`src/rtl/assert_macros.svh`:
```
// Assertion macros used by the divider RTL.
// Depends on nothing; files that check properties include it by name.
`ifndef ASSERT_MACROS_SVH
`define ASSERT_MACROS_SVH
`ifndef SYNTHESIS
`define ASSERT_CLK(lbl, clk, rstn, prop, msg) \
  lbl: assert property (@(posedge clk) disable iff (!rstn) prop) else $error(msg);
`define ASSERT_STD(lbl, prop, msg) `ASSERT_CLK(lbl, clk_i, rst_ni, prop, msg)
`else
`define ASSERT_CLK(lbl, clk, rstn, prop, msg)
`define ASSERT_STD(lbl, prop, msg)
`endif
`endif

```
`src/rtl/dld_pkg.sv`:
```
// Types and constants of the decimal long divider.
// Used by the front, the command queue, the back and the top level.
package dld_pkg;

  localparam int unsigned DIGIT_W   = 4;
  localparam logic [DIGIT_W-1:0] DIGIT_MAX = 4'd9;
  localparam logic [DIGIT_W-1:0] DIGIT_TEN = 4'd10;

  localparam logic ACT_LOAD     = 1'b0;
  localparam logic ACT_DIVIDEND = 1'b1;

  localparam logic KIND_QUO = 1'b0;
  localparam logic KIND_REM = 1'b1;

  typedef enum logic [1:0] {
    ERR_NONE = 2'd0,
    ERR_ZERO = 2'd1,
    ERR_LONG = 2'd2
  } err_e;

  typedef enum logic [1:0] {
    OP_DVS = 2'd0,
    OP_DIV = 2'd1,
    OP_ERR = 2'd2
  } op_e;

  typedef struct packed {
    op_e               op;
    logic              fresh;
    logic              store;
    logic [DIGIT_W-1:0] digit;
    logic              last;
    err_e              err;
  } cmd_t;

  typedef enum logic [2:0] {
    ST_IDLE,
    ST_SUB,
    ST_QOUT,
    ST_REM,
    ST_ERR
  } back_state_e;

endpackage

```
`src/rtl/dld_intf.sv`:
```
// Channel interfaces of the decimal long divider: input digits and result digits.
// Depends on nothing.
interface dld_in_if;
  logic       valid;
  logic       ready;
  logic       action;
  logic [3:0] digit;
  logic       last;

  modport source (output valid, action, digit, last, input ready);
  modport sink (input valid, action, digit, last, output ready);
endinterface

interface dld_out_if;
  logic       valid;
  logic       ready;
  logic       kind;
  logic [3:0] out_digit;
  logic       final_res;
  logic [1:0] error;

  modport source (output valid, kind, out_digit, final_res, error, input ready);
  modport sink (input valid, kind, out_digit, final_res, error, output ready);
endinterface

```
`src/rtl/dld_front.sv`:
```
// Front of the divider: takes input transfers, tracks the divisor load and
// turns each digit into a command. Depends on dld_pkg and dld_in_if.
module dld_front import dld_pkg::*; #(
  parameter int unsigned MAX_DIVISOR_DIGITS = 32
) (
  input  logic       clk_i,
  input  logic       rst_ni,
  dld_in_if.sink     in_i,
  input  logic       full_i,
  output logic       push_o,
  output cmd_t       cmd_o
);

  localparam int unsigned LenW = $clog2(MAX_DIVISOR_DIGITS + 1);

  logic            load_open_q, load_open_d;
  logic [LenW-1:0] len_q, len_d, len_eff;
  logic            too_long_q, too_long_d, too_eff;
  logic [DIGIT_W-1:0] digit_c;
  logic            fresh, significant, store, accept;

  assign in_i.ready = !full_i;

  always_comb begin
    digit_c     = (in_i.digit > DIGIT_MAX) ? DIGIT_MAX : in_i.digit;
    accept      = in_i.valid && in_i.ready;
    fresh       = (in_i.action == ACT_LOAD) && !load_open_q;
    len_eff     = fresh ? '0 : len_q;
    too_eff     = fresh ? 1'b0 : too_long_q;
    significant = (digit_c != '0) || (len_eff != '0);
    store       = significant && (len_eff < LenW'(MAX_DIVISOR_DIGITS));

    load_open_d = load_open_q;
    len_d       = len_q;
    too_long_d  = too_long_q;
    push_o      = 1'b0;
    cmd_o.op    = OP_DVS;
    cmd_o.fresh = fresh;
    cmd_o.store = store;
    cmd_o.digit = digit_c;
    cmd_o.last  = in_i.last;
    cmd_o.err   = too_long_q ? ERR_LONG : ERR_ZERO;

    if (accept) begin
      if (in_i.action == ACT_LOAD) begin
        push_o      = fresh || store;
        len_d       = len_eff + LenW'(store);
        too_long_d  = too_eff || (significant && !store);
        load_open_d = !in_i.last;
      end else begin
        load_open_d = 1'b0;
        if (too_long_q || (len_q == '0)) begin
          cmd_o.op = OP_ERR;
          push_o   = in_i.last;
        end else begin
          cmd_o.op = OP_DIV;
          push_o   = 1'b1;
        end
      end
    end
  end

  always_ff @(posedge clk_i or negedge rst_ni) begin
    if (!rst_ni) begin
      load_open_q <= 1'b0;
      len_q       <= '0;
      too_long_q  <= 1'b0;
    end else begin
      load_open_q <= load_open_d;
      len_q       <= len_d;
      too_long_q  <= too_long_d;
    end
  end

endmodule

```
`src/rtl/dld_queue.sv`:
```
// Two-entry command queue between the front and the back of the divider.
// Depends on dld_pkg for the command type.
module dld_queue import dld_pkg::*; (
  input  logic clk_i,
  input  logic rst_ni,
  input  logic push_i,
  input  cmd_t cmd_i,
  output logic full_o,
  output logic valid_o,
  output cmd_t cmd_o,
  input  logic pop_i
);

  cmd_t       mem_q [2];
  logic       wr_ptr_q, rd_ptr_q;
  logic [1:0] count_q;
  logic       do_push, do_pop;

  assign full_o  = (count_q == 2'd2);
  assign valid_o = (count_q != 2'd0);
  assign cmd_o   = mem_q[rd_ptr_q];
  assign do_push = push_i && !full_o;
  assign do_pop  = pop_i && valid_o;

  always_ff @(posedge clk_i) begin
    if (do_push) begin
      mem_q[wr_ptr_q] <= cmd_i;
    end
  end

  always_ff @(posedge clk_i or negedge rst_ni) begin
    if (!rst_ni) begin
      wr_ptr_q <= 1'b0;
      rd_ptr_q <= 1'b0;
      count_q  <= 2'd0;
    end else begin
      if (do_push) begin
        wr_ptr_q <= !wr_ptr_q;
      end
      if (do_pop) begin
        rd_ptr_q <= !rd_ptr_q;
      end
      count_q <= count_q + 2'(do_push) - 2'(do_pop);
    end
  end

endmodule

```
`src/rtl/dld_back.sv`:
```
// Back of the divider: holds divisor and remainder, runs the subtract loop and
// drives the result register. Depends on dld_pkg, dld_out_if, assert_macros.svh.
`include "assert_macros.svh"
module dld_back import dld_pkg::*; #(
  parameter int unsigned MAX_DIVISOR_DIGITS = 32
) (
  input  logic       clk_i,
  input  logic       rst_ni,
  input  logic       cmd_valid_i,
  input  cmd_t       cmd_i,
  output logic       pop_o,
  dld_out_if.source  out_o
);

  localparam int unsigned RemDigits = MAX_DIVISOR_DIGITS + 1;
  localparam int unsigned CntW      = $clog2(RemDigits);

  back_state_e state_q, state_d;
  logic [MAX_DIVISOR_DIGITS-1:0][DIGIT_W-1:0] dvs_q, dvs_d, dvs_base;
  logic [RemDigits-1:0][DIGIT_W-1:0] rem_q, rem_d, dvs_ext, diff;
  logic [RemDigits-1:0] gen, prp, bin;
  logic [RemDigits:0]   sum;
  logic                 rem_ge;
  logic [DIGIT_W:0]     t;
  logic [DIGIT_W-1:0]   k_q, k_d, top;
  logic                 last_q, last_d, seen_q, seen_d, started_q, started_d;
  logic [CntW-1:0]      cnt_q, cnt_d;
  err_e                 err_q, err_d;

  logic                 slot_free, emit, emit_kind, emit_fin;
  logic [DIGIT_W-1:0]   emit_digit;
  err_e                 emit_err;
  logic                 out_valid_q, out_kind_q, out_fin_q;
  logic [DIGIT_W-1:0]   out_digit_q;
  err_e                 out_err_q;

  // Borrows of the digit-wise subtraction come from one binary add of the
  // per-digit less-than and equal flags.
  always_comb begin
    dvs_ext = {{DIGIT_W{1'b0}}, dvs_q};
    for (int i = 0; i < RemDigits; i++) begin
      gen[i] = rem_q[i] < dvs_ext[i];
      prp[i] = rem_q[i] == dvs_ext[i];
    end
    sum    = {1'b0, gen | prp} + {1'b0, gen};
    bin    = sum[RemDigits-1:0] ^ prp;
    rem_ge = !sum[RemDigits];
    for (int i = 0; i < RemDigits; i++) begin
      t       = {1'b0, rem_q[i]} - {1'b0, dvs_ext[i]} - (DIGIT_W + 1)'(bin[i]);
      diff[i] = t[DIGIT_W] ? (t[DIGIT_W-1:0] + DIGIT_TEN) : t[DIGIT_W-1:0];
    end
  end

  assign slot_free = !out_valid_q || out_o.ready;
  assign top       = rem_q[RemDigits-1];

  always_comb begin
    state_d    = state_q;
    dvs_d      = dvs_q;
    rem_d      = rem_q;
    k_d        = k_q;
    last_d     = last_q;
    seen_d     = seen_q;
    started_d  = started_q;
    cnt_d      = cnt_q;
    err_d      = err_q;
    pop_o      = 1'b0;
    emit       = 1'b0;
    emit_kind  = KIND_QUO;
    emit_digit = k_q;
    emit_fin   = 1'b0;
    emit_err   = ERR_NONE;
    dvs_base   = cmd_i.fresh ? '0 : dvs_q;

    unique case (state_q)
      ST_IDLE: begin
        if (cmd_valid_i) begin
          pop_o = 1'b1;
          unique case (cmd_i.op)
            OP_DVS: begin
              if (cmd_i.fresh) begin
                dvs_d  = '0;
                rem_d  = '0;
                seen_d = 1'b0;
              end
              if (cmd_i.store) begin
                dvs_d[0] = cmd_i.digit;
                for (int i = 1; i < MAX_DIVISOR_DIGITS; i++) begin
                  dvs_d[i] = dvs_base[i-1];
                end
              end
            end
            OP_DIV: begin
              rem_d   = {rem_q[RemDigits-2:0], cmd_i.digit};
              k_d     = '0;
              last_d  = cmd_i.last;
              state_d = ST_SUB;
            end
            OP_ERR: begin
              err_d   = cmd_i.err;
              state_d = ST_ERR;
            end
            default: begin
            end
          endcase
        end
      end
      ST_SUB: begin
        if (rem_ge) begin
          rem_d = diff;
          k_d   = k_q + 1'b1;
        end else if ((k_q != '0) || seen_q || last_q) begin
          state_d = ST_QOUT;
        end else begin
          state_d = ST_IDLE;
        end
      end
      ST_QOUT: begin
        if (slot_free) begin
          emit   = 1'b1;
          seen_d = 1'b1;
          if (last_q) begin
            cnt_d     = CntW'(RemDigits - 1);
            started_d = 1'b0;
            state_d   = ST_REM;
          end else begin
            state_d = ST_IDLE;
          end
        end
      end
      ST_REM: begin
        emit_kind  = KIND_REM;
        emit_digit = top;
        emit_fin   = (cnt_q == '0);
        if (!started_q && (top == '0) && (cnt_q != '0)) begin
          rem_d = {rem_q[RemDigits-2:0], {DIGIT_W{1'b0}}};
          cnt_d = cnt_q - 1'b1;
        end else if (slot_free) begin
          emit      = 1'b1;
          started_d = 1'b1;
          rem_d     = {rem_q[RemDigits-2:0], {DIGIT_W{1'b0}}};
          if (cnt_q == '0) begin
            seen_d  = 1'b0;
            state_d = ST_IDLE;
          end else begin
            cnt_d = cnt_q - 1'b1;
          end
        end
      end
      ST_ERR: begin
        emit_digit = '0;
        emit_fin   = 1'b1;
        emit_err   = err_q;
        if (slot_free) begin
          emit    = 1'b1;
          rem_d   = '0;
          seen_d  = 1'b0;
          state_d = ST_IDLE;
        end
      end
      default: begin
        state_d = ST_IDLE;
      end
    endcase
  end

  always_ff @(posedge clk_i or negedge rst_ni) begin
    if (!rst_ni) begin
      state_q     <= ST_IDLE;
      dvs_q       <= '0;
      rem_q       <= '0;
      seen_q      <= 1'b0;
      started_q   <= 1'b0;
      out_valid_q <= 1'b0;
    end else begin
      state_q   <= state_d;
      dvs_q     <= dvs_d;
      rem_q     <= rem_d;
      seen_q    <= seen_d;
      started_q <= started_d;
      if (emit) begin
        out_valid_q <= 1'b1;
      end else if (out_o.ready) begin
        out_valid_q <= 1'b0;
      end
    end
  end

  always_ff @(posedge clk_i) begin
    k_q    <= k_d;
    last_q <= last_d;
    cnt_q  <= cnt_d;
    err_q  <= err_d;
    if (emit) begin
      out_kind_q  <= emit_kind;
      out_digit_q <= emit_digit;
      out_fin_q   <= emit_fin;
      out_err_q   <= emit_err;
    end
  end

  assign out_o.valid     = out_valid_q;
  assign out_o.kind      = out_kind_q;
  assign out_o.out_digit = out_digit_q;
  assign out_o.final_res = out_fin_q;
  assign out_o.error     = out_err_q;

  `ASSERT_STD(a_quo_digit_range, (state_q == ST_SUB) |-> (k_q <= DIGIT_MAX), "quotient above nine")
  `ASSERT_STD(a_err_rem_clear, (state_q == ST_ERR) |-> (rem_q == '0), "remainder not clear")
  `ASSERT_STD(a_rem_after_quo, (state_q == ST_REM) |-> seen_q, "remainder before quotient")
  `ASSERT_STD(a_rem_no_err, (emit_kind == KIND_REM) |-> (emit_err == ERR_NONE), "error on remainder")

endmodule

```
`src/rtl/decimal_long_divider.sv`:
```
// Top level of the decimal long divider: front, command queue and back.
// Depends on dld_pkg, dld_intf, dld_front, dld_queue and dld_back.
//
//   Port    Dir  Carries
//   in_i    in   action, digit, last: one divisor or dividend digit per transfer
//   out_o   out  kind, out_digit, final_res, error: one result digit per transfer
//
// Divisor digits go into the back in its idle state. A dividend digit is shifted into
// the remainder and the divisor subtracted while it fits; the quotient digit (0 to 9)
// is sent but for leading zeros. The last dividend digit then sends the remainder,
// MAX_DIVISOR_DIGITS + 1 digits less leading zeros. The back ends a digit before taking
// the next, with a two-entry queue in front. Reset clears control state but k, last, cnt
// and err; the block is ready as it ends. A stalled result holds the back at a send.
module decimal_long_divider import dld_pkg::*; #(
  parameter int unsigned MAX_DIVISOR_DIGITS = 32
) (
  input  logic      clk_i,
  input  logic      rst_ni,
  dld_in_if.sink    in_i,
  dld_out_if.source out_o
);

  logic push, full, cmd_valid, pop;
  cmd_t cmd_in, cmd_out;

  dld_front #(
    .MAX_DIVISOR_DIGITS(MAX_DIVISOR_DIGITS)
  ) u_front (
    .clk_i  (clk_i),
    .rst_ni (rst_ni),
    .in_i   (in_i),
    .full_i (full),
    .push_o (push),
    .cmd_o  (cmd_in)
  );

  dld_queue u_queue (
    .clk_i   (clk_i),
    .rst_ni  (rst_ni),
    .push_i  (push),
    .cmd_i   (cmd_in),
    .full_o  (full),
    .valid_o (cmd_valid),
    .cmd_o   (cmd_out),
    .pop_i   (pop)
  );

  dld_back #(
    .MAX_DIVISOR_DIGITS(MAX_DIVISOR_DIGITS)
  ) u_back (
    .clk_i       (clk_i),
    .rst_ni      (rst_ni),
    .cmd_valid_i (cmd_valid),
    .cmd_i       (cmd_out),
    .pop_o       (pop),
    .out_o       (out_o)
  );

endmodule
```
`src/flat_wrapper.sv`:
```
// flat-port wrapper written by rule: the top's interface ports become plain ports
module decimal_long_divider_flat import dld_pkg::*;
#(
  parameter int unsigned MAX_DIVISOR_DIGITS = 32
)
  (clk_i, rst_ni, in_i_valid, in_i_action, in_i_digit, in_i_last, in_i_ready, out_o_valid, out_o_kind, out_o_out_digit, out_o_final_res, out_o_error, out_o_ready);
  dld_in_if in_i_i ();
  dld_out_if out_o_i ();
  input  logic clk_i;
  input  logic rst_ni;
  input wire logic [$bits(in_i_i.valid)-1:0] in_i_valid;
  input wire logic [$bits(in_i_i.action)-1:0] in_i_action;
  input wire logic [$bits(in_i_i.digit)-1:0] in_i_digit;
  input wire logic [$bits(in_i_i.last)-1:0] in_i_last;
  output wire logic [$bits(in_i_i.ready)-1:0] in_i_ready;
  output wire logic [$bits(out_o_i.valid)-1:0] out_o_valid;
  output wire logic [$bits(out_o_i.kind)-1:0] out_o_kind;
  output wire logic [$bits(out_o_i.out_digit)-1:0] out_o_out_digit;
  output wire logic [$bits(out_o_i.final_res)-1:0] out_o_final_res;
  output wire logic [$bits(out_o_i.error)-1:0] out_o_error;
  input wire logic [$bits(out_o_i.ready)-1:0] out_o_ready;
  assign in_i_i.valid = in_i_valid;
  assign in_i_i.action = in_i_action;
  assign in_i_i.digit = in_i_digit;
  assign in_i_i.last = in_i_last;
  assign in_i_ready = in_i_i.ready;
  assign out_o_valid = out_o_i.valid;
  assign out_o_kind = out_o_i.kind;
  assign out_o_out_digit = out_o_i.out_digit;
  assign out_o_final_res = out_o_i.final_res;
  assign out_o_error = out_o_i.error;
  assign out_o_i.ready = out_o_ready;
  decimal_long_divider #(.MAX_DIVISOR_DIGITS(MAX_DIVISOR_DIGITS)) u_core (.clk_i(clk_i), .rst_ni(rst_ni), .in_i(in_i_i), .out_o(out_o_i));
endmodule
```
`config.mk`:
```
export PLATFORM = sky130hd
export DESIGN_NAME = decimal_long_divider_flat
export DESIGN_NICKNAME = d
export VERILOG_FILES = /design/src/rtl/dld_pkg.sv /design/src/rtl/dld_intf.sv /design/src/rtl/dld_front.sv /design/src/rtl/dld_queue.sv /design/src/rtl/dld_back.sv /design/src/rtl/decimal_long_divider.sv /design/src/flat_wrapper.sv
export VERILOG_INCLUDE_DIRS = /design/src /design/src/rtl
export SDC_FILE = /design/constraint.sdc
export NUM_CORES = 1
export LEC_CHECK = 0
export BUFFER_PORTS_ARGS = -buffer_cell sky130_fd_sc_hd__buf_2
export CAP_MARGIN = 20
export CELL_PAD_IN_SITES_DETAIL_PLACEMENT = 0
export CELL_PAD_IN_SITES_GLOBAL_PLACEMENT = 1
export CORE_ASPECT_RATIO = 0.6
export CORE_MARGIN = 2
export CORE_UTILIZATION = 45
export CTS_BUF_LIST = sky130_fd_sc_hd__clkbuf_8
export DETAILED_ROUTE_END_ITERATION = 16
export PLACE_DENSITY = 0.72
export REMOVE_ABC_BUFFERS = 1
export SLEW_MARGIN = 5
export SYNTH_ARGS = -nofsm -noshare
export SYNTH_HDL_FRONTEND = slang
export SYNTH_SLANG_ARGS = --single-unit
```
`constraint.sdc`:
```
create_clock -name clk_i -period 7.4 [get_ports clk_i]
set_input_delay 0.37 -clock clk_i [delete_from_list [all_inputs] [get_ports clk_i]]
set_output_delay 0.37 -clock clk_i [all_outputs]
set_load 0.01 [all_outputs]
```
==> results of run 1 <==
## worst max-delay path, cell delays in order (launching register included)
cell,delay (ns)
dfrtp_1,0.40
inv_1,0.06
ha_1,0.38
nand2_1,0.14
o21bai_1,0.20
nand2_1,0.08
inv_1,0.05
ha_1,0.19
a2111oi_0,0.50
nor4_1,0.16
o2111a_1,0.26
a211oi_1,0.56
o22ai_1,0.36
nand3_1,0.26
nand2_1,0.09
o21ai_0,0.39
xnor2_1,0.21
fa_1,0.40
inv_1,0.10
fa_1,0.45
ha_1,0.33
nor3b_1,0.15
a21oi_1,0.13
o221ai_1,0.14
a22oi_1,0.18
mux2i_1,0.11
## per-layer routing
metal	vias to the layer above	part of all wire
met1	9999	0.54
li1	9883	-
met3	66	0.055
met4	0	0.013
met5	-	0
met2	478	0.39
## power by group through the flow
stage          sequential [W]  combinational, W  clock (W)
6_report              0.00186          0.000170    0.00164
3_5_place_dp          0.00189          0.000168          0
2_1_floorplan         0.00188         0.0000925          0
3_3_place_gp          0.00189          0.000162          0
5_1_grt               0.00186          0.000197    0.00177
4_1_cts               0.00186          0.000174    0.00169
## flip-flops by register name, indices dropped and copies added, names as in the netlist, 2 cells and up
register	cells
u_core.u_back.dvs_ext	128
u_core.u_back.rem_q	128
u_core.u_queue.mem_q	22
u_core.u_back.cnt_q	6
u_core.u_front.len_q	6
u_core.u_back.k_q	4
u_core.u_back.out_o.out_digit	4
u_core.u_back.top	4
u_core.u_back.state_q	3
u_core.u_back.err_q	2
u_core.u_back.out_o.error	2
u_core.u_queue.count_q	2
## area by class of cell
class / instances / area, sq um
inverter: 381 / 1430
clock buffer: 66 / 908
clock inverter: 35 / 155
multi-input combinational: 2030 / 16100
tap: 770 / 963
timing repair buffer: 38 / 300
fill: 5435 / 29400
sequential: 321 / 8250
## logic make-up (layout without fill, tap and decap cells)
kind of cell    count (synthesis)  count (layout)  synth area share
xor+xnor                      208             208            0.0698
mux                           144             144            0.0608
buf+inv                       479             520            0.0709
compound gates                676             676             0.172
flops                         321             321             0.316
fa+ha+maj                     367             367             0.194
simple gates                  635             635             0.116
## placed cells by master, fill, tap and decap left out, types with 9 or more instances in the layout
cell / n
mux2_4: 15
nand3_1: 19
and2_1: 9
o21ai_0: 138
a211oi_1: 39
ha_1: 303
o221ai_1: 19
a31oi_1: 20
mux2_2: 57
nor3_1: 40
xnor2_1: 119
a22o_1: 127
clkbuf_8: 66
o21bai_1: 17
a21o_1: 11
xor2_1: 89
nand4_1: 50
a22oi_1: 35
o22ai_1: 25
a21oi_1: 170
buf_4: 10
nor2b_1: 41
nor3b_1: 23
nor2_1: 203
inv_1: 407
buf_2: 18
mux2i_1: 72
nand2_1: 169
dfrtp_1: 278
nand2b_1: 39
edfxtp_1: 43
o31ai_1: 15
fa_1: 64
o2111ai_1: 16
## metrics by stage
| stage | hold WS [ns] | setup slack, ns | total power (W) |
|---|---|---|---|
| after detailed placement | 0.478 | 1.10 | 0.00206 |
| after CTS | 0.0357 | 1.06 | 0.00372 |
| final | 0.0928 | 0.918 | 0.00366 |
| after floorplan | 0.0744 | 0.771 | 0.00198 |
| after global routing | 0.0743 | 0.383 | 0.00382 |
| after global placement | 0.467 | 1.32 | 0.00205 |
## worst paths after layout
check,end,depth (start not counted),slack [ns]
setup / recovery,u_core.u_back.rem_q[114],25,0.92
hold / removal,u_core.u_queue.mem_q[0][3],3,0.09
setup reg to reg,u_core.u_back.rem_q[114],25,0.92
hold reg to reg,u_core.u_back.started_q,2,0.49
max in group asynchronous,u_core.u_back.rem_q[111],3,5.73
min in group asynchronous,u_core.u_back.rem_q[38],2,0.32
==> impl_results.md, run 1 <==
- Post-layout util: 0.489
- #FFs+latches synth: 321
- Yosys top cell by area: dfrtp_1
- N_diodes: 0
- Required @ worst endpoint: 7.89 ns
- Clock share of power: 0.447
- Synth unique cells: 71
- Dpl hpwl: 46700 microns
- Final period utilization: 0.876
- Headroom to the max-slew limit: 0.351
- Net Switching: 0.000965 W
- Avg Synthesized Cell Area: 9.22 sq um
- Static Leak: 12.6 nW
- Total setup buffers inserted after CTS: 0
- Die extent in x: 315 microns
- Placement Cell Area: 0.0269 sq mm
- Non-Filler Instances: 3641
- CTS tree: built
- Reg clk slew, reported paths: 0.07 ns
- Synthesized area: 0.0261 sq mm
- Clock period minus worst slack: 6.48 ns
- Nets: 3205
- Die H: 191 microns
- Placeable core area: 0.0574 sq mm
- Share of layout cells above drive strength 1: 0.0690
- Global route total overflow: 0
- # DRC: 0
- Global route hottest layer: met1
- Ys Warns: 0
- Asr flop ratio synth: 0.866
- Setup Total Neg Slack: 0 ns
- Starting DRT DRC Count: 1529
- Max Freq: 154 MHz
- Clock buffer depth: 3
- Port Buffers: 19
- Final Setup Violations: 0
- Least-Margin Pin Slew: 0.974 ns
- Worst Hold Class: in -> reg
- Largest net degree at the start of global routing: 127
- Dpl cells: 3533
- Final Hold Vio Count: 0
- Startpoint Class: register
- Worst R2R Start: u_core.u_back.rem_q[2]
- Pins Over Slew Limit: 0
- Worst Path Arrival: 6.97 ns
- CTS H-tree depth: 2
- # hold bufs at CTS: 6
- IO Count: 20
- Post-route ant nets: 0
- Post_cts resized: 0
- Worst-skew pair later-pin latency: 0.67 ns
- Synth area leaders: dfrtp_1, ha_1, inv_1, edfxtp_1, fa_1
- MaxCap Viol Count: 0
- GR Util All Layers: 0.228
- Met1 Use GR: 0.366
- RSZ-0062 raised after global routing: false
- CTS sink cnt: 321
- Num CTS Buffers: 56
- Critical path endpoint category: register
- Initial core utilization: 0.455
- P&R area growth vs syn: 7.50%
- Most numerous cell in the Yosys netlist: inv_1
- Syn Inst Count: 2830
- Core Rows: 68
- Post-Route WL: 67600 microns
- Power Dens Cells: 131 mW/mm^2
- Top FF cell, synth: dfrtp_1
- Worst hold start: in_i_digit[1]
- Number of iterations in the first detailed-routing pass: 6
- Sequential area share after synthesis: 0.316
- GPL Wtd Cong: 0.848
- Type of the worst setup path: reg -> reg
- Critical path startpoint: u_core.u_back.rem_q[2]
- Combinational Power Share: 0.046
- Vias in the first global route: 20.3k
- Status: finished clean
- Root buf cell: clkbuf_8
- WL/cell: 18.6 microns
- Initial antenna violation count: 0
- Vias: 20.4k
- CP max FO: 5
- Switch share: 0.263
- Max VDD drop: 108 uV
- Final Skew: 0.0328 ns
- Post-synth top cells: inv_1, ha_1, dfrtp_1
- Via-to-Cell Ratio: 5.61
- GR Layer Usage met3: 0.0346
- Share of the synthesized area in the top cell type: 0.266
- Internal power: 0.00270 W
- Number of enable flip-flop cells after synthesis: 43
- Die ar.: 0.0600 sq mm
- Sequential power share: 0.507
- First-pass GRT wire length: 111000 microns
- Met2 Usage GRT: 0.319
- Design area: 0.0281 sq mm
Note: power is estimated with default switching activity, not from simulation.
==> run 2: changes to the inputs <==
CORE_UTILIZATION = 55   (was 45)
PLACE_DENSITY = 0.86   (was 0.72)
==> impl_results.md, run 2 (synthesis results as in run 1) <==
- Status: finished clean
- N_diodes: 0
- Num CTS Buffers: 54
- Internal power: 0.00291 W
- First-pass GRT wire length: 107000 microns
- CTS H-tree depth: 2
- Placeable core area: 0.0466 sq mm
- Die H: 173 microns
- Die ar.: 0.0493 sq mm
- Number of iterations in the first detailed-routing pass: 5
- Final Hold Vio Count: 0
- Post_cts resized: 0
- Worst Path Arrival: 7.01 ns
- Multi-input gate area: 0.0161 sq mm
- PnR worst setup slack: 0.951 ns
- Hold EP: u_core.u_queue.mem_q[0][3]
- Worst R2R Start: u_core.u_back.rem_q[2]
- Post-route ant nets: 0
- Vias: 20.6k
- Type of the worst setup path: reg -> reg
- Combinational Power Share: 0.043
- Global route total overflow: 0
- Least-Margin Pin Slew: 1.11 ns
- Largest net degree at the start of global routing: 170
- WL/cell: 18.5 microns
- GPL Wtd Cong: 0.873
- Design area: 0.0280 sq mm
- Setup WS pre-CTS: 1.04 ns
- CP max FO: 5
- Nets: 3198
- Pins Over Slew Limit: 0
- Fill count: 4004
- Final Setup Violations: 0
- Required @ worst endpoint: 7.96 ns
- Power Dens Cells: 138 mW/mm^2
- RSZ-0062 raised after global routing: false
- CTS tree: built
- Max VDD drop: 129 uV
- Starting DRT DRC Count: 1826
- Post-Route WL: 64700 microns
- GR Util All Layers: 0.263
- R2r worst-path depth: 25
- Worst Hold Path Cells: 3
- Clock buffer depth: 3
- Switch share: 0.249
- Worst-skew pair later-pin latency: 0.64 ns
- Most frequent cells in the layout: inv_1, ha_1, dfrtp_1, nor2_1, a21oi_1
- Headroom to the max-slew limit: 0.257
- Via-to-Cell Ratio: 5.91
- Clock share of power: 0.477
- Critical path endpoint category: register
- Final period utilization: 0.872
- Reg clk slew, reported paths: 0.07 ns
- CTS sink cnt: 321
- Net Switching: 0.000962 W
- Initial core utilization: 0.561
- Sequential power share: 0.480
- Port Buffers: 19
- Initial antenna violation count: 0
- Die extent in x: 285 microns
- Placement Cell Area: 0.0267 sq mm
- Vias in the first global route: 20.5k
- Most common cell after layout, fill and taps aside: inv_1
- Startpoint Class: register
- Static Leak: 12.6 nW
- Worst Hold Class: in -> reg
- Dpl hpwl: 44900 microns
- Clock period minus worst slack: 6.45 ns
- IO Count: 20
- Core Rows: 61
- Final Skew: 0.0287 ns
- R2r setup slk: 0.95 ns
- Register Area: 0.00825 sq mm
- Share of layout cells above drive strength 1: 0.0726
- Setup Total Neg Slack: 0 ns
- Max Freq: 155 MHz
- Worst R2R End: u_core.u_back.rem_q[114]
- MaxCap Viol Count: 0
- # DRC: 0
- Worst hold start: in_i_digit[1]
- Root buf cell: clkbuf_8
- P&R area growth vs syn: 7.38%
==> run 2: cell types whose count changed in the layout (fill, tap and decap cells not counted) <==
cell           change
bufinv_16          +3
dlygate4sd3_1      -1
clkbuf_8          +10
inv_1             -14
inv_6              +1
buf_4              -4
==> run 2: repair_timing <==
| item | CTS | global route |
|---|---|---|
| setup buffers | 0 | 0 |
| hold endpoints to repair | 116 | 0 |
| hold buffers | 5 | 0 |
==> run 2: how the worst max path moves through the flow <==
stage	to	depth (start not counted)	from
finish	u_core.u_back.rem_q[114]	25	u_core.u_back.rem_q[2]
global route	u_core.u_back.rem_q[114]	27	u_core.u_back.rem_q[2]
CTS	u_core.u_back.rem_q[122]	25	u_core.u_back.rem_q[2]
detailed placement	u_core.u_back.rem_q[122]	25	u_core.u_back.rem_q[2]
global placement	u_core.u_back.rem_q[122]	25	u_core.u_back.rem_q[2]
floorplan	u_core.u_back.rem_q[0]	5	u_core.u_back.state_q[0]
==> run 2: metrics by stage <==
step,instances,hold slack (ns),power (W),utilization
after floorplan,2732,0.0744,0.00198,-
after global placement,3389,0.470,0.00205,0.574
after detailed placement,3390,0.484,0.00205,0.574
after CTS,3496,0.0246,0.00391,0.602
after global routing,3496,0.0617,0.00402,0.602
final,3496,0.0714,0.00387,0.602
==> run 2: critical path: stages (launching register included) <==
cell and delay (ns):
dfrtp_1 0.39, inv_1 0.06, ha_1 0.39, nand2_1 0.13
o21bai_1 0.19, nand2_1 0.09, inv_1 0.05, ha_1 0.20
a2111oi_0 0.52, nor4_1 0.15, o2111a_1 0.26, a211oi_1 0.49
o22ai_1 0.33, nand3_1 0.24, nand2_1 0.10, o21ai_0 0.43
xnor2_1 0.20, fa_1 0.41, inv_1 0.11, fa_1 0.46
ha_1 0.34, nor3b_1 0.29, a21oi_1 0.09, o221ai_1 0.19
a22oi_1 0.09, mux2i_1 0.16
==> run 2: layout make-up <==
cell class                      count  share of cell area
Clock inverter                     25             0.00719
Timing Repair Buffer               33             0.00928
Multi-Input combinational cell   2030               0.573
Sequential cell                   321               0.294
Tap cell                          630              0.0281
Clock buffer                       76              0.0373
Inverter                          381              0.0510
==> run 2: power groups by stage <==
stage	Combinational (W)	Sequential (W)	Clock (W)
6_report	0.000167	0.00186	0.00185
5_1_grt	0.000193	0.00186	0.00197
4_1_cts	0.000169	0.00186	0.00189
3_5_place_dp	0.000164	0.00189	0
3_3_place_gp	0.000160	0.00189	0
2_1_floorplan	0.0000925	0.00188	0
==> run 2: metal layers <==
metal  up-vias  GRT usage  wire (microns)
met4         0     0.0449             786
met5         -    0.00385               0
met2       592      0.378           26500
met1     10100      0.413           33100
met3        74     0.0503            4320
li1       9840          -               -
==> run 3: changes to the inputs <==
ABC_AREA = 1   (was unset)
CORE_ASPECT_RATIO = 1.5   (was 0.6)
CORE_UTILIZATION = 54   (was 55)
PLACE_DENSITY = 0.88   (was 0.86)
==> impl_results.md, run 3 <==
- Type of the worst setup path: reg -> reg
- Worst-skew pair later-pin latency: 0.69 ns
- Pins Over Slew Limit: 0
- GR Util All Layers: 0.314
- Routed wl met3: 4430 microns
- Number of iterations in the first detailed-routing pass: 6
- Crit-path most repeated cell: nand2_1
- Port Buffers: 19
- Final Hold Vio Count: 0
- Post-route ant nets: 0
- Initial antenna violation count: 1
- Slowest cell delay on critical path: 0.54 ns
- First-pass GRT wire length: 131000 microns
- CP delay by family, top: simple AND/OR/NAND/NOR gates
- Post-layout util: 0.580
- Register Area: 0.00825 sq mm
- Reg clk slew, reported paths: 0.06 ns
- Critical path endpoint category: register
- Status: finished clean
- Initial core utilization: 0.547
- GPL Wtd Cong: 0.943
- Highest Signal Layer: met4
- Asr flop ratio synth: 0.866
- Synth area leaders: dfrtp_1, ha_1, nand2_1, inv_1, o21ai_0
- Most common cell after layout, fill and taps aside: nand2_1
- Final Skew: 0.0311 ns
- Slowest CP cell: o21ai_0
- Sequential area share after synthesis: 0.303
- Final hold slack: 0.0461 ns
- Root buf cell: clkbuf_8
- Startpoint Class: register
- CTS tree: built
- Most numerous cell in the Yosys netlist: nand2_1
- RSZ-0062 raised after global routing: false
- Ys Warns: 0
- Worst Hold Class: in -> reg
- Clock buffer depth: 3
- Synthesized area: 0.0272 sq mm
- Post-Route WL: 80900 microns
- Yosys top cell by area: dfrtp_1
- Synth unique cells: 51
- Largest net degree at the start of global routing: 132
- Die H: 279 microns
- P&R area growth vs syn: 5.98%
- Core Rows: 100
- Max Freq: 188 MHz
- M1 WL: 32200 microns
- Fill count: 4675
- Final period utilization: 0.719
- PnR worst setup slack: 2.08 ns
- Avg Synthesized Cell Area: 7.58 sq um
- CP max FO: 6
- Dpl hpwl: 52800 microns
- Vias in the first global route: 25.1k
- Via-to-Cell Ratio: 5.78
- CTS H-tree depth: 2
- Most frequent cells in the layout: nand2_1, inv_1, ha_1, o21ai_0, dfrtp_1
- Vias: 24.6k
- Top FF cell, synth: dfrtp_1
- CTS sink cnt: 321
- Nets: 3923
- # DRC: 0
- Syn Inst Count: 3587
- Total setup buffers inserted after CTS: 0
- Starting DRT DRC Count: 1693
- Critical path buffer and inverter count: 4
- Final Setup Violations: 0
- Post-synth top cells: nand2_1, inv_1, ha_1
- Global route total overflow: 0
- Number of enable flip-flop cells after synthesis: 43
- Multi-input gate area: 0.0160 sq mm
- Setup WS pre-CTS: 2.08 ns
- Clock period minus worst slack: 5.32 ns
- Met2 wire len: 40600 microns
- Least-Margin Pin Slew: 1.09 ns
- Share of the synthesized area in the top cell type: 0.256
- Die ar.: 0.0522 sq mm
- Num CTS Buffers: 57
- Share of layout cells above drive strength 1: 0.0607
- Worst Path Arrival: 5.92 ns
- IO Count: 20
- Die extent in x: 187 microns
- WL/cell: 19.0 microns
- MaxCap Viol Count: 0
- Placeable core area: 0.0497 sq mm
- Headroom to the max-slew limit: 0.270
- Required @ worst endpoint: 8.00 ns
- #FFs+latches synth: 321
run 3: cell count changes after synthesis, moves of 68 or more:
cell	delta
a22o_1	-127
inv_1	+198
mux2i_1	-68
nand2_1	+566
nand3_1	+101
nand4_1	+91
o21ai_0	+147
o22ai_1	+68
xnor2_1	-108
run 3: worst register-to-register path: cells and delay by family, from the launching register on:
| kind | cells | cell delay [ns] |
|---|---|---|
| adders and majority gates | 4 | 1.07 |
| buffers and inverters | 4 | 0.32 |
| AOI/OAI and AO/OA | 6 | 1.13 |
| xor gates and xnor gates | 2 | 0.36 |
| and+or+nand+nor | 14 | 2.01 |
| DFF | 1 | 0.37 |
run 3: final timing paths:
kind	slack [ns]	start	cells past startpoint	end
max	2.08	u_core.u_back.dvs_ext[1]	30	u_core.u_back.rem_q[107]
min	0.05	in_i_digit[2]	3	u_core.u_queue.mem_q[0][5]
max reg2reg	2.08	u_core.u_back.dvs_ext[1]	30	u_core.u_back.rem_q[107]
min reg2reg	0.48	u_core.u_back.rem_q[72]	2	u_core.u_back.rem_q[72]
max in group asynchronous	5.70	rst_ni	3	u_core.u_back.rem_q[87]
min in group asynchronous	0.31	rst_ni	2	u_core.u_back.rem_q[39]
run 3: repair_timing:
action	4_1_cts	5_1_grt
hold buffers	4	0
gates resized for setup	0	0
hold endpoints to repair	93	0
run 3: routing by layer:
layer  vias to the layer above  GRT usage
li1                      11700          -
met1                     11900      0.371
met2                       750      0.568
met3                       223     0.0408
met4                         0      0.143
met5                         -          0
run 3: final cells by class:
cell class | count | area share
repair buffers | 50 | 0.0129
clock buffers | 66 | 0.0315
multi-input cells | 2527 | 0.557
well taps | 663 | 0.0288
flip-flops and latches | 321 | 0.286
diodes | 1 | 0.0000869
inverters | 589 | 0.0769
clock inverters | 39 | 0.00634
run 3: kinds of logic after synthesis:
| logic type | after synthesis | share of synthesized area |
|---|---|---|
| DFF | 321 | 0.303 |
| buffers and inverters | 739 | 0.108 |
| xor gates and xnor gates | 126 | 0.0406 |
| and+or+nand+nor | 1344 | 0.214 |
| muxes | 4 | 0.00147 |
| AOI/OAI and AO/OA | 686 | 0.146 |
| adders and majority gates | 367 | 0.187 |
run 3: metrics by stage:
stage	cell area, sq um	TNS (ns)	std cells
floorplan	26500	-36.23	3437
detailed placement	27700	0	4145
global route	28800	0	4256
CTS	28800	0	4254
finish	28800	0	4256
global placement	27700	0	4145
Power of run 3 is left out: the tool's default activity adds up to more than one toggle a clock period on the data nets, which glitch-free logic cannot reach.
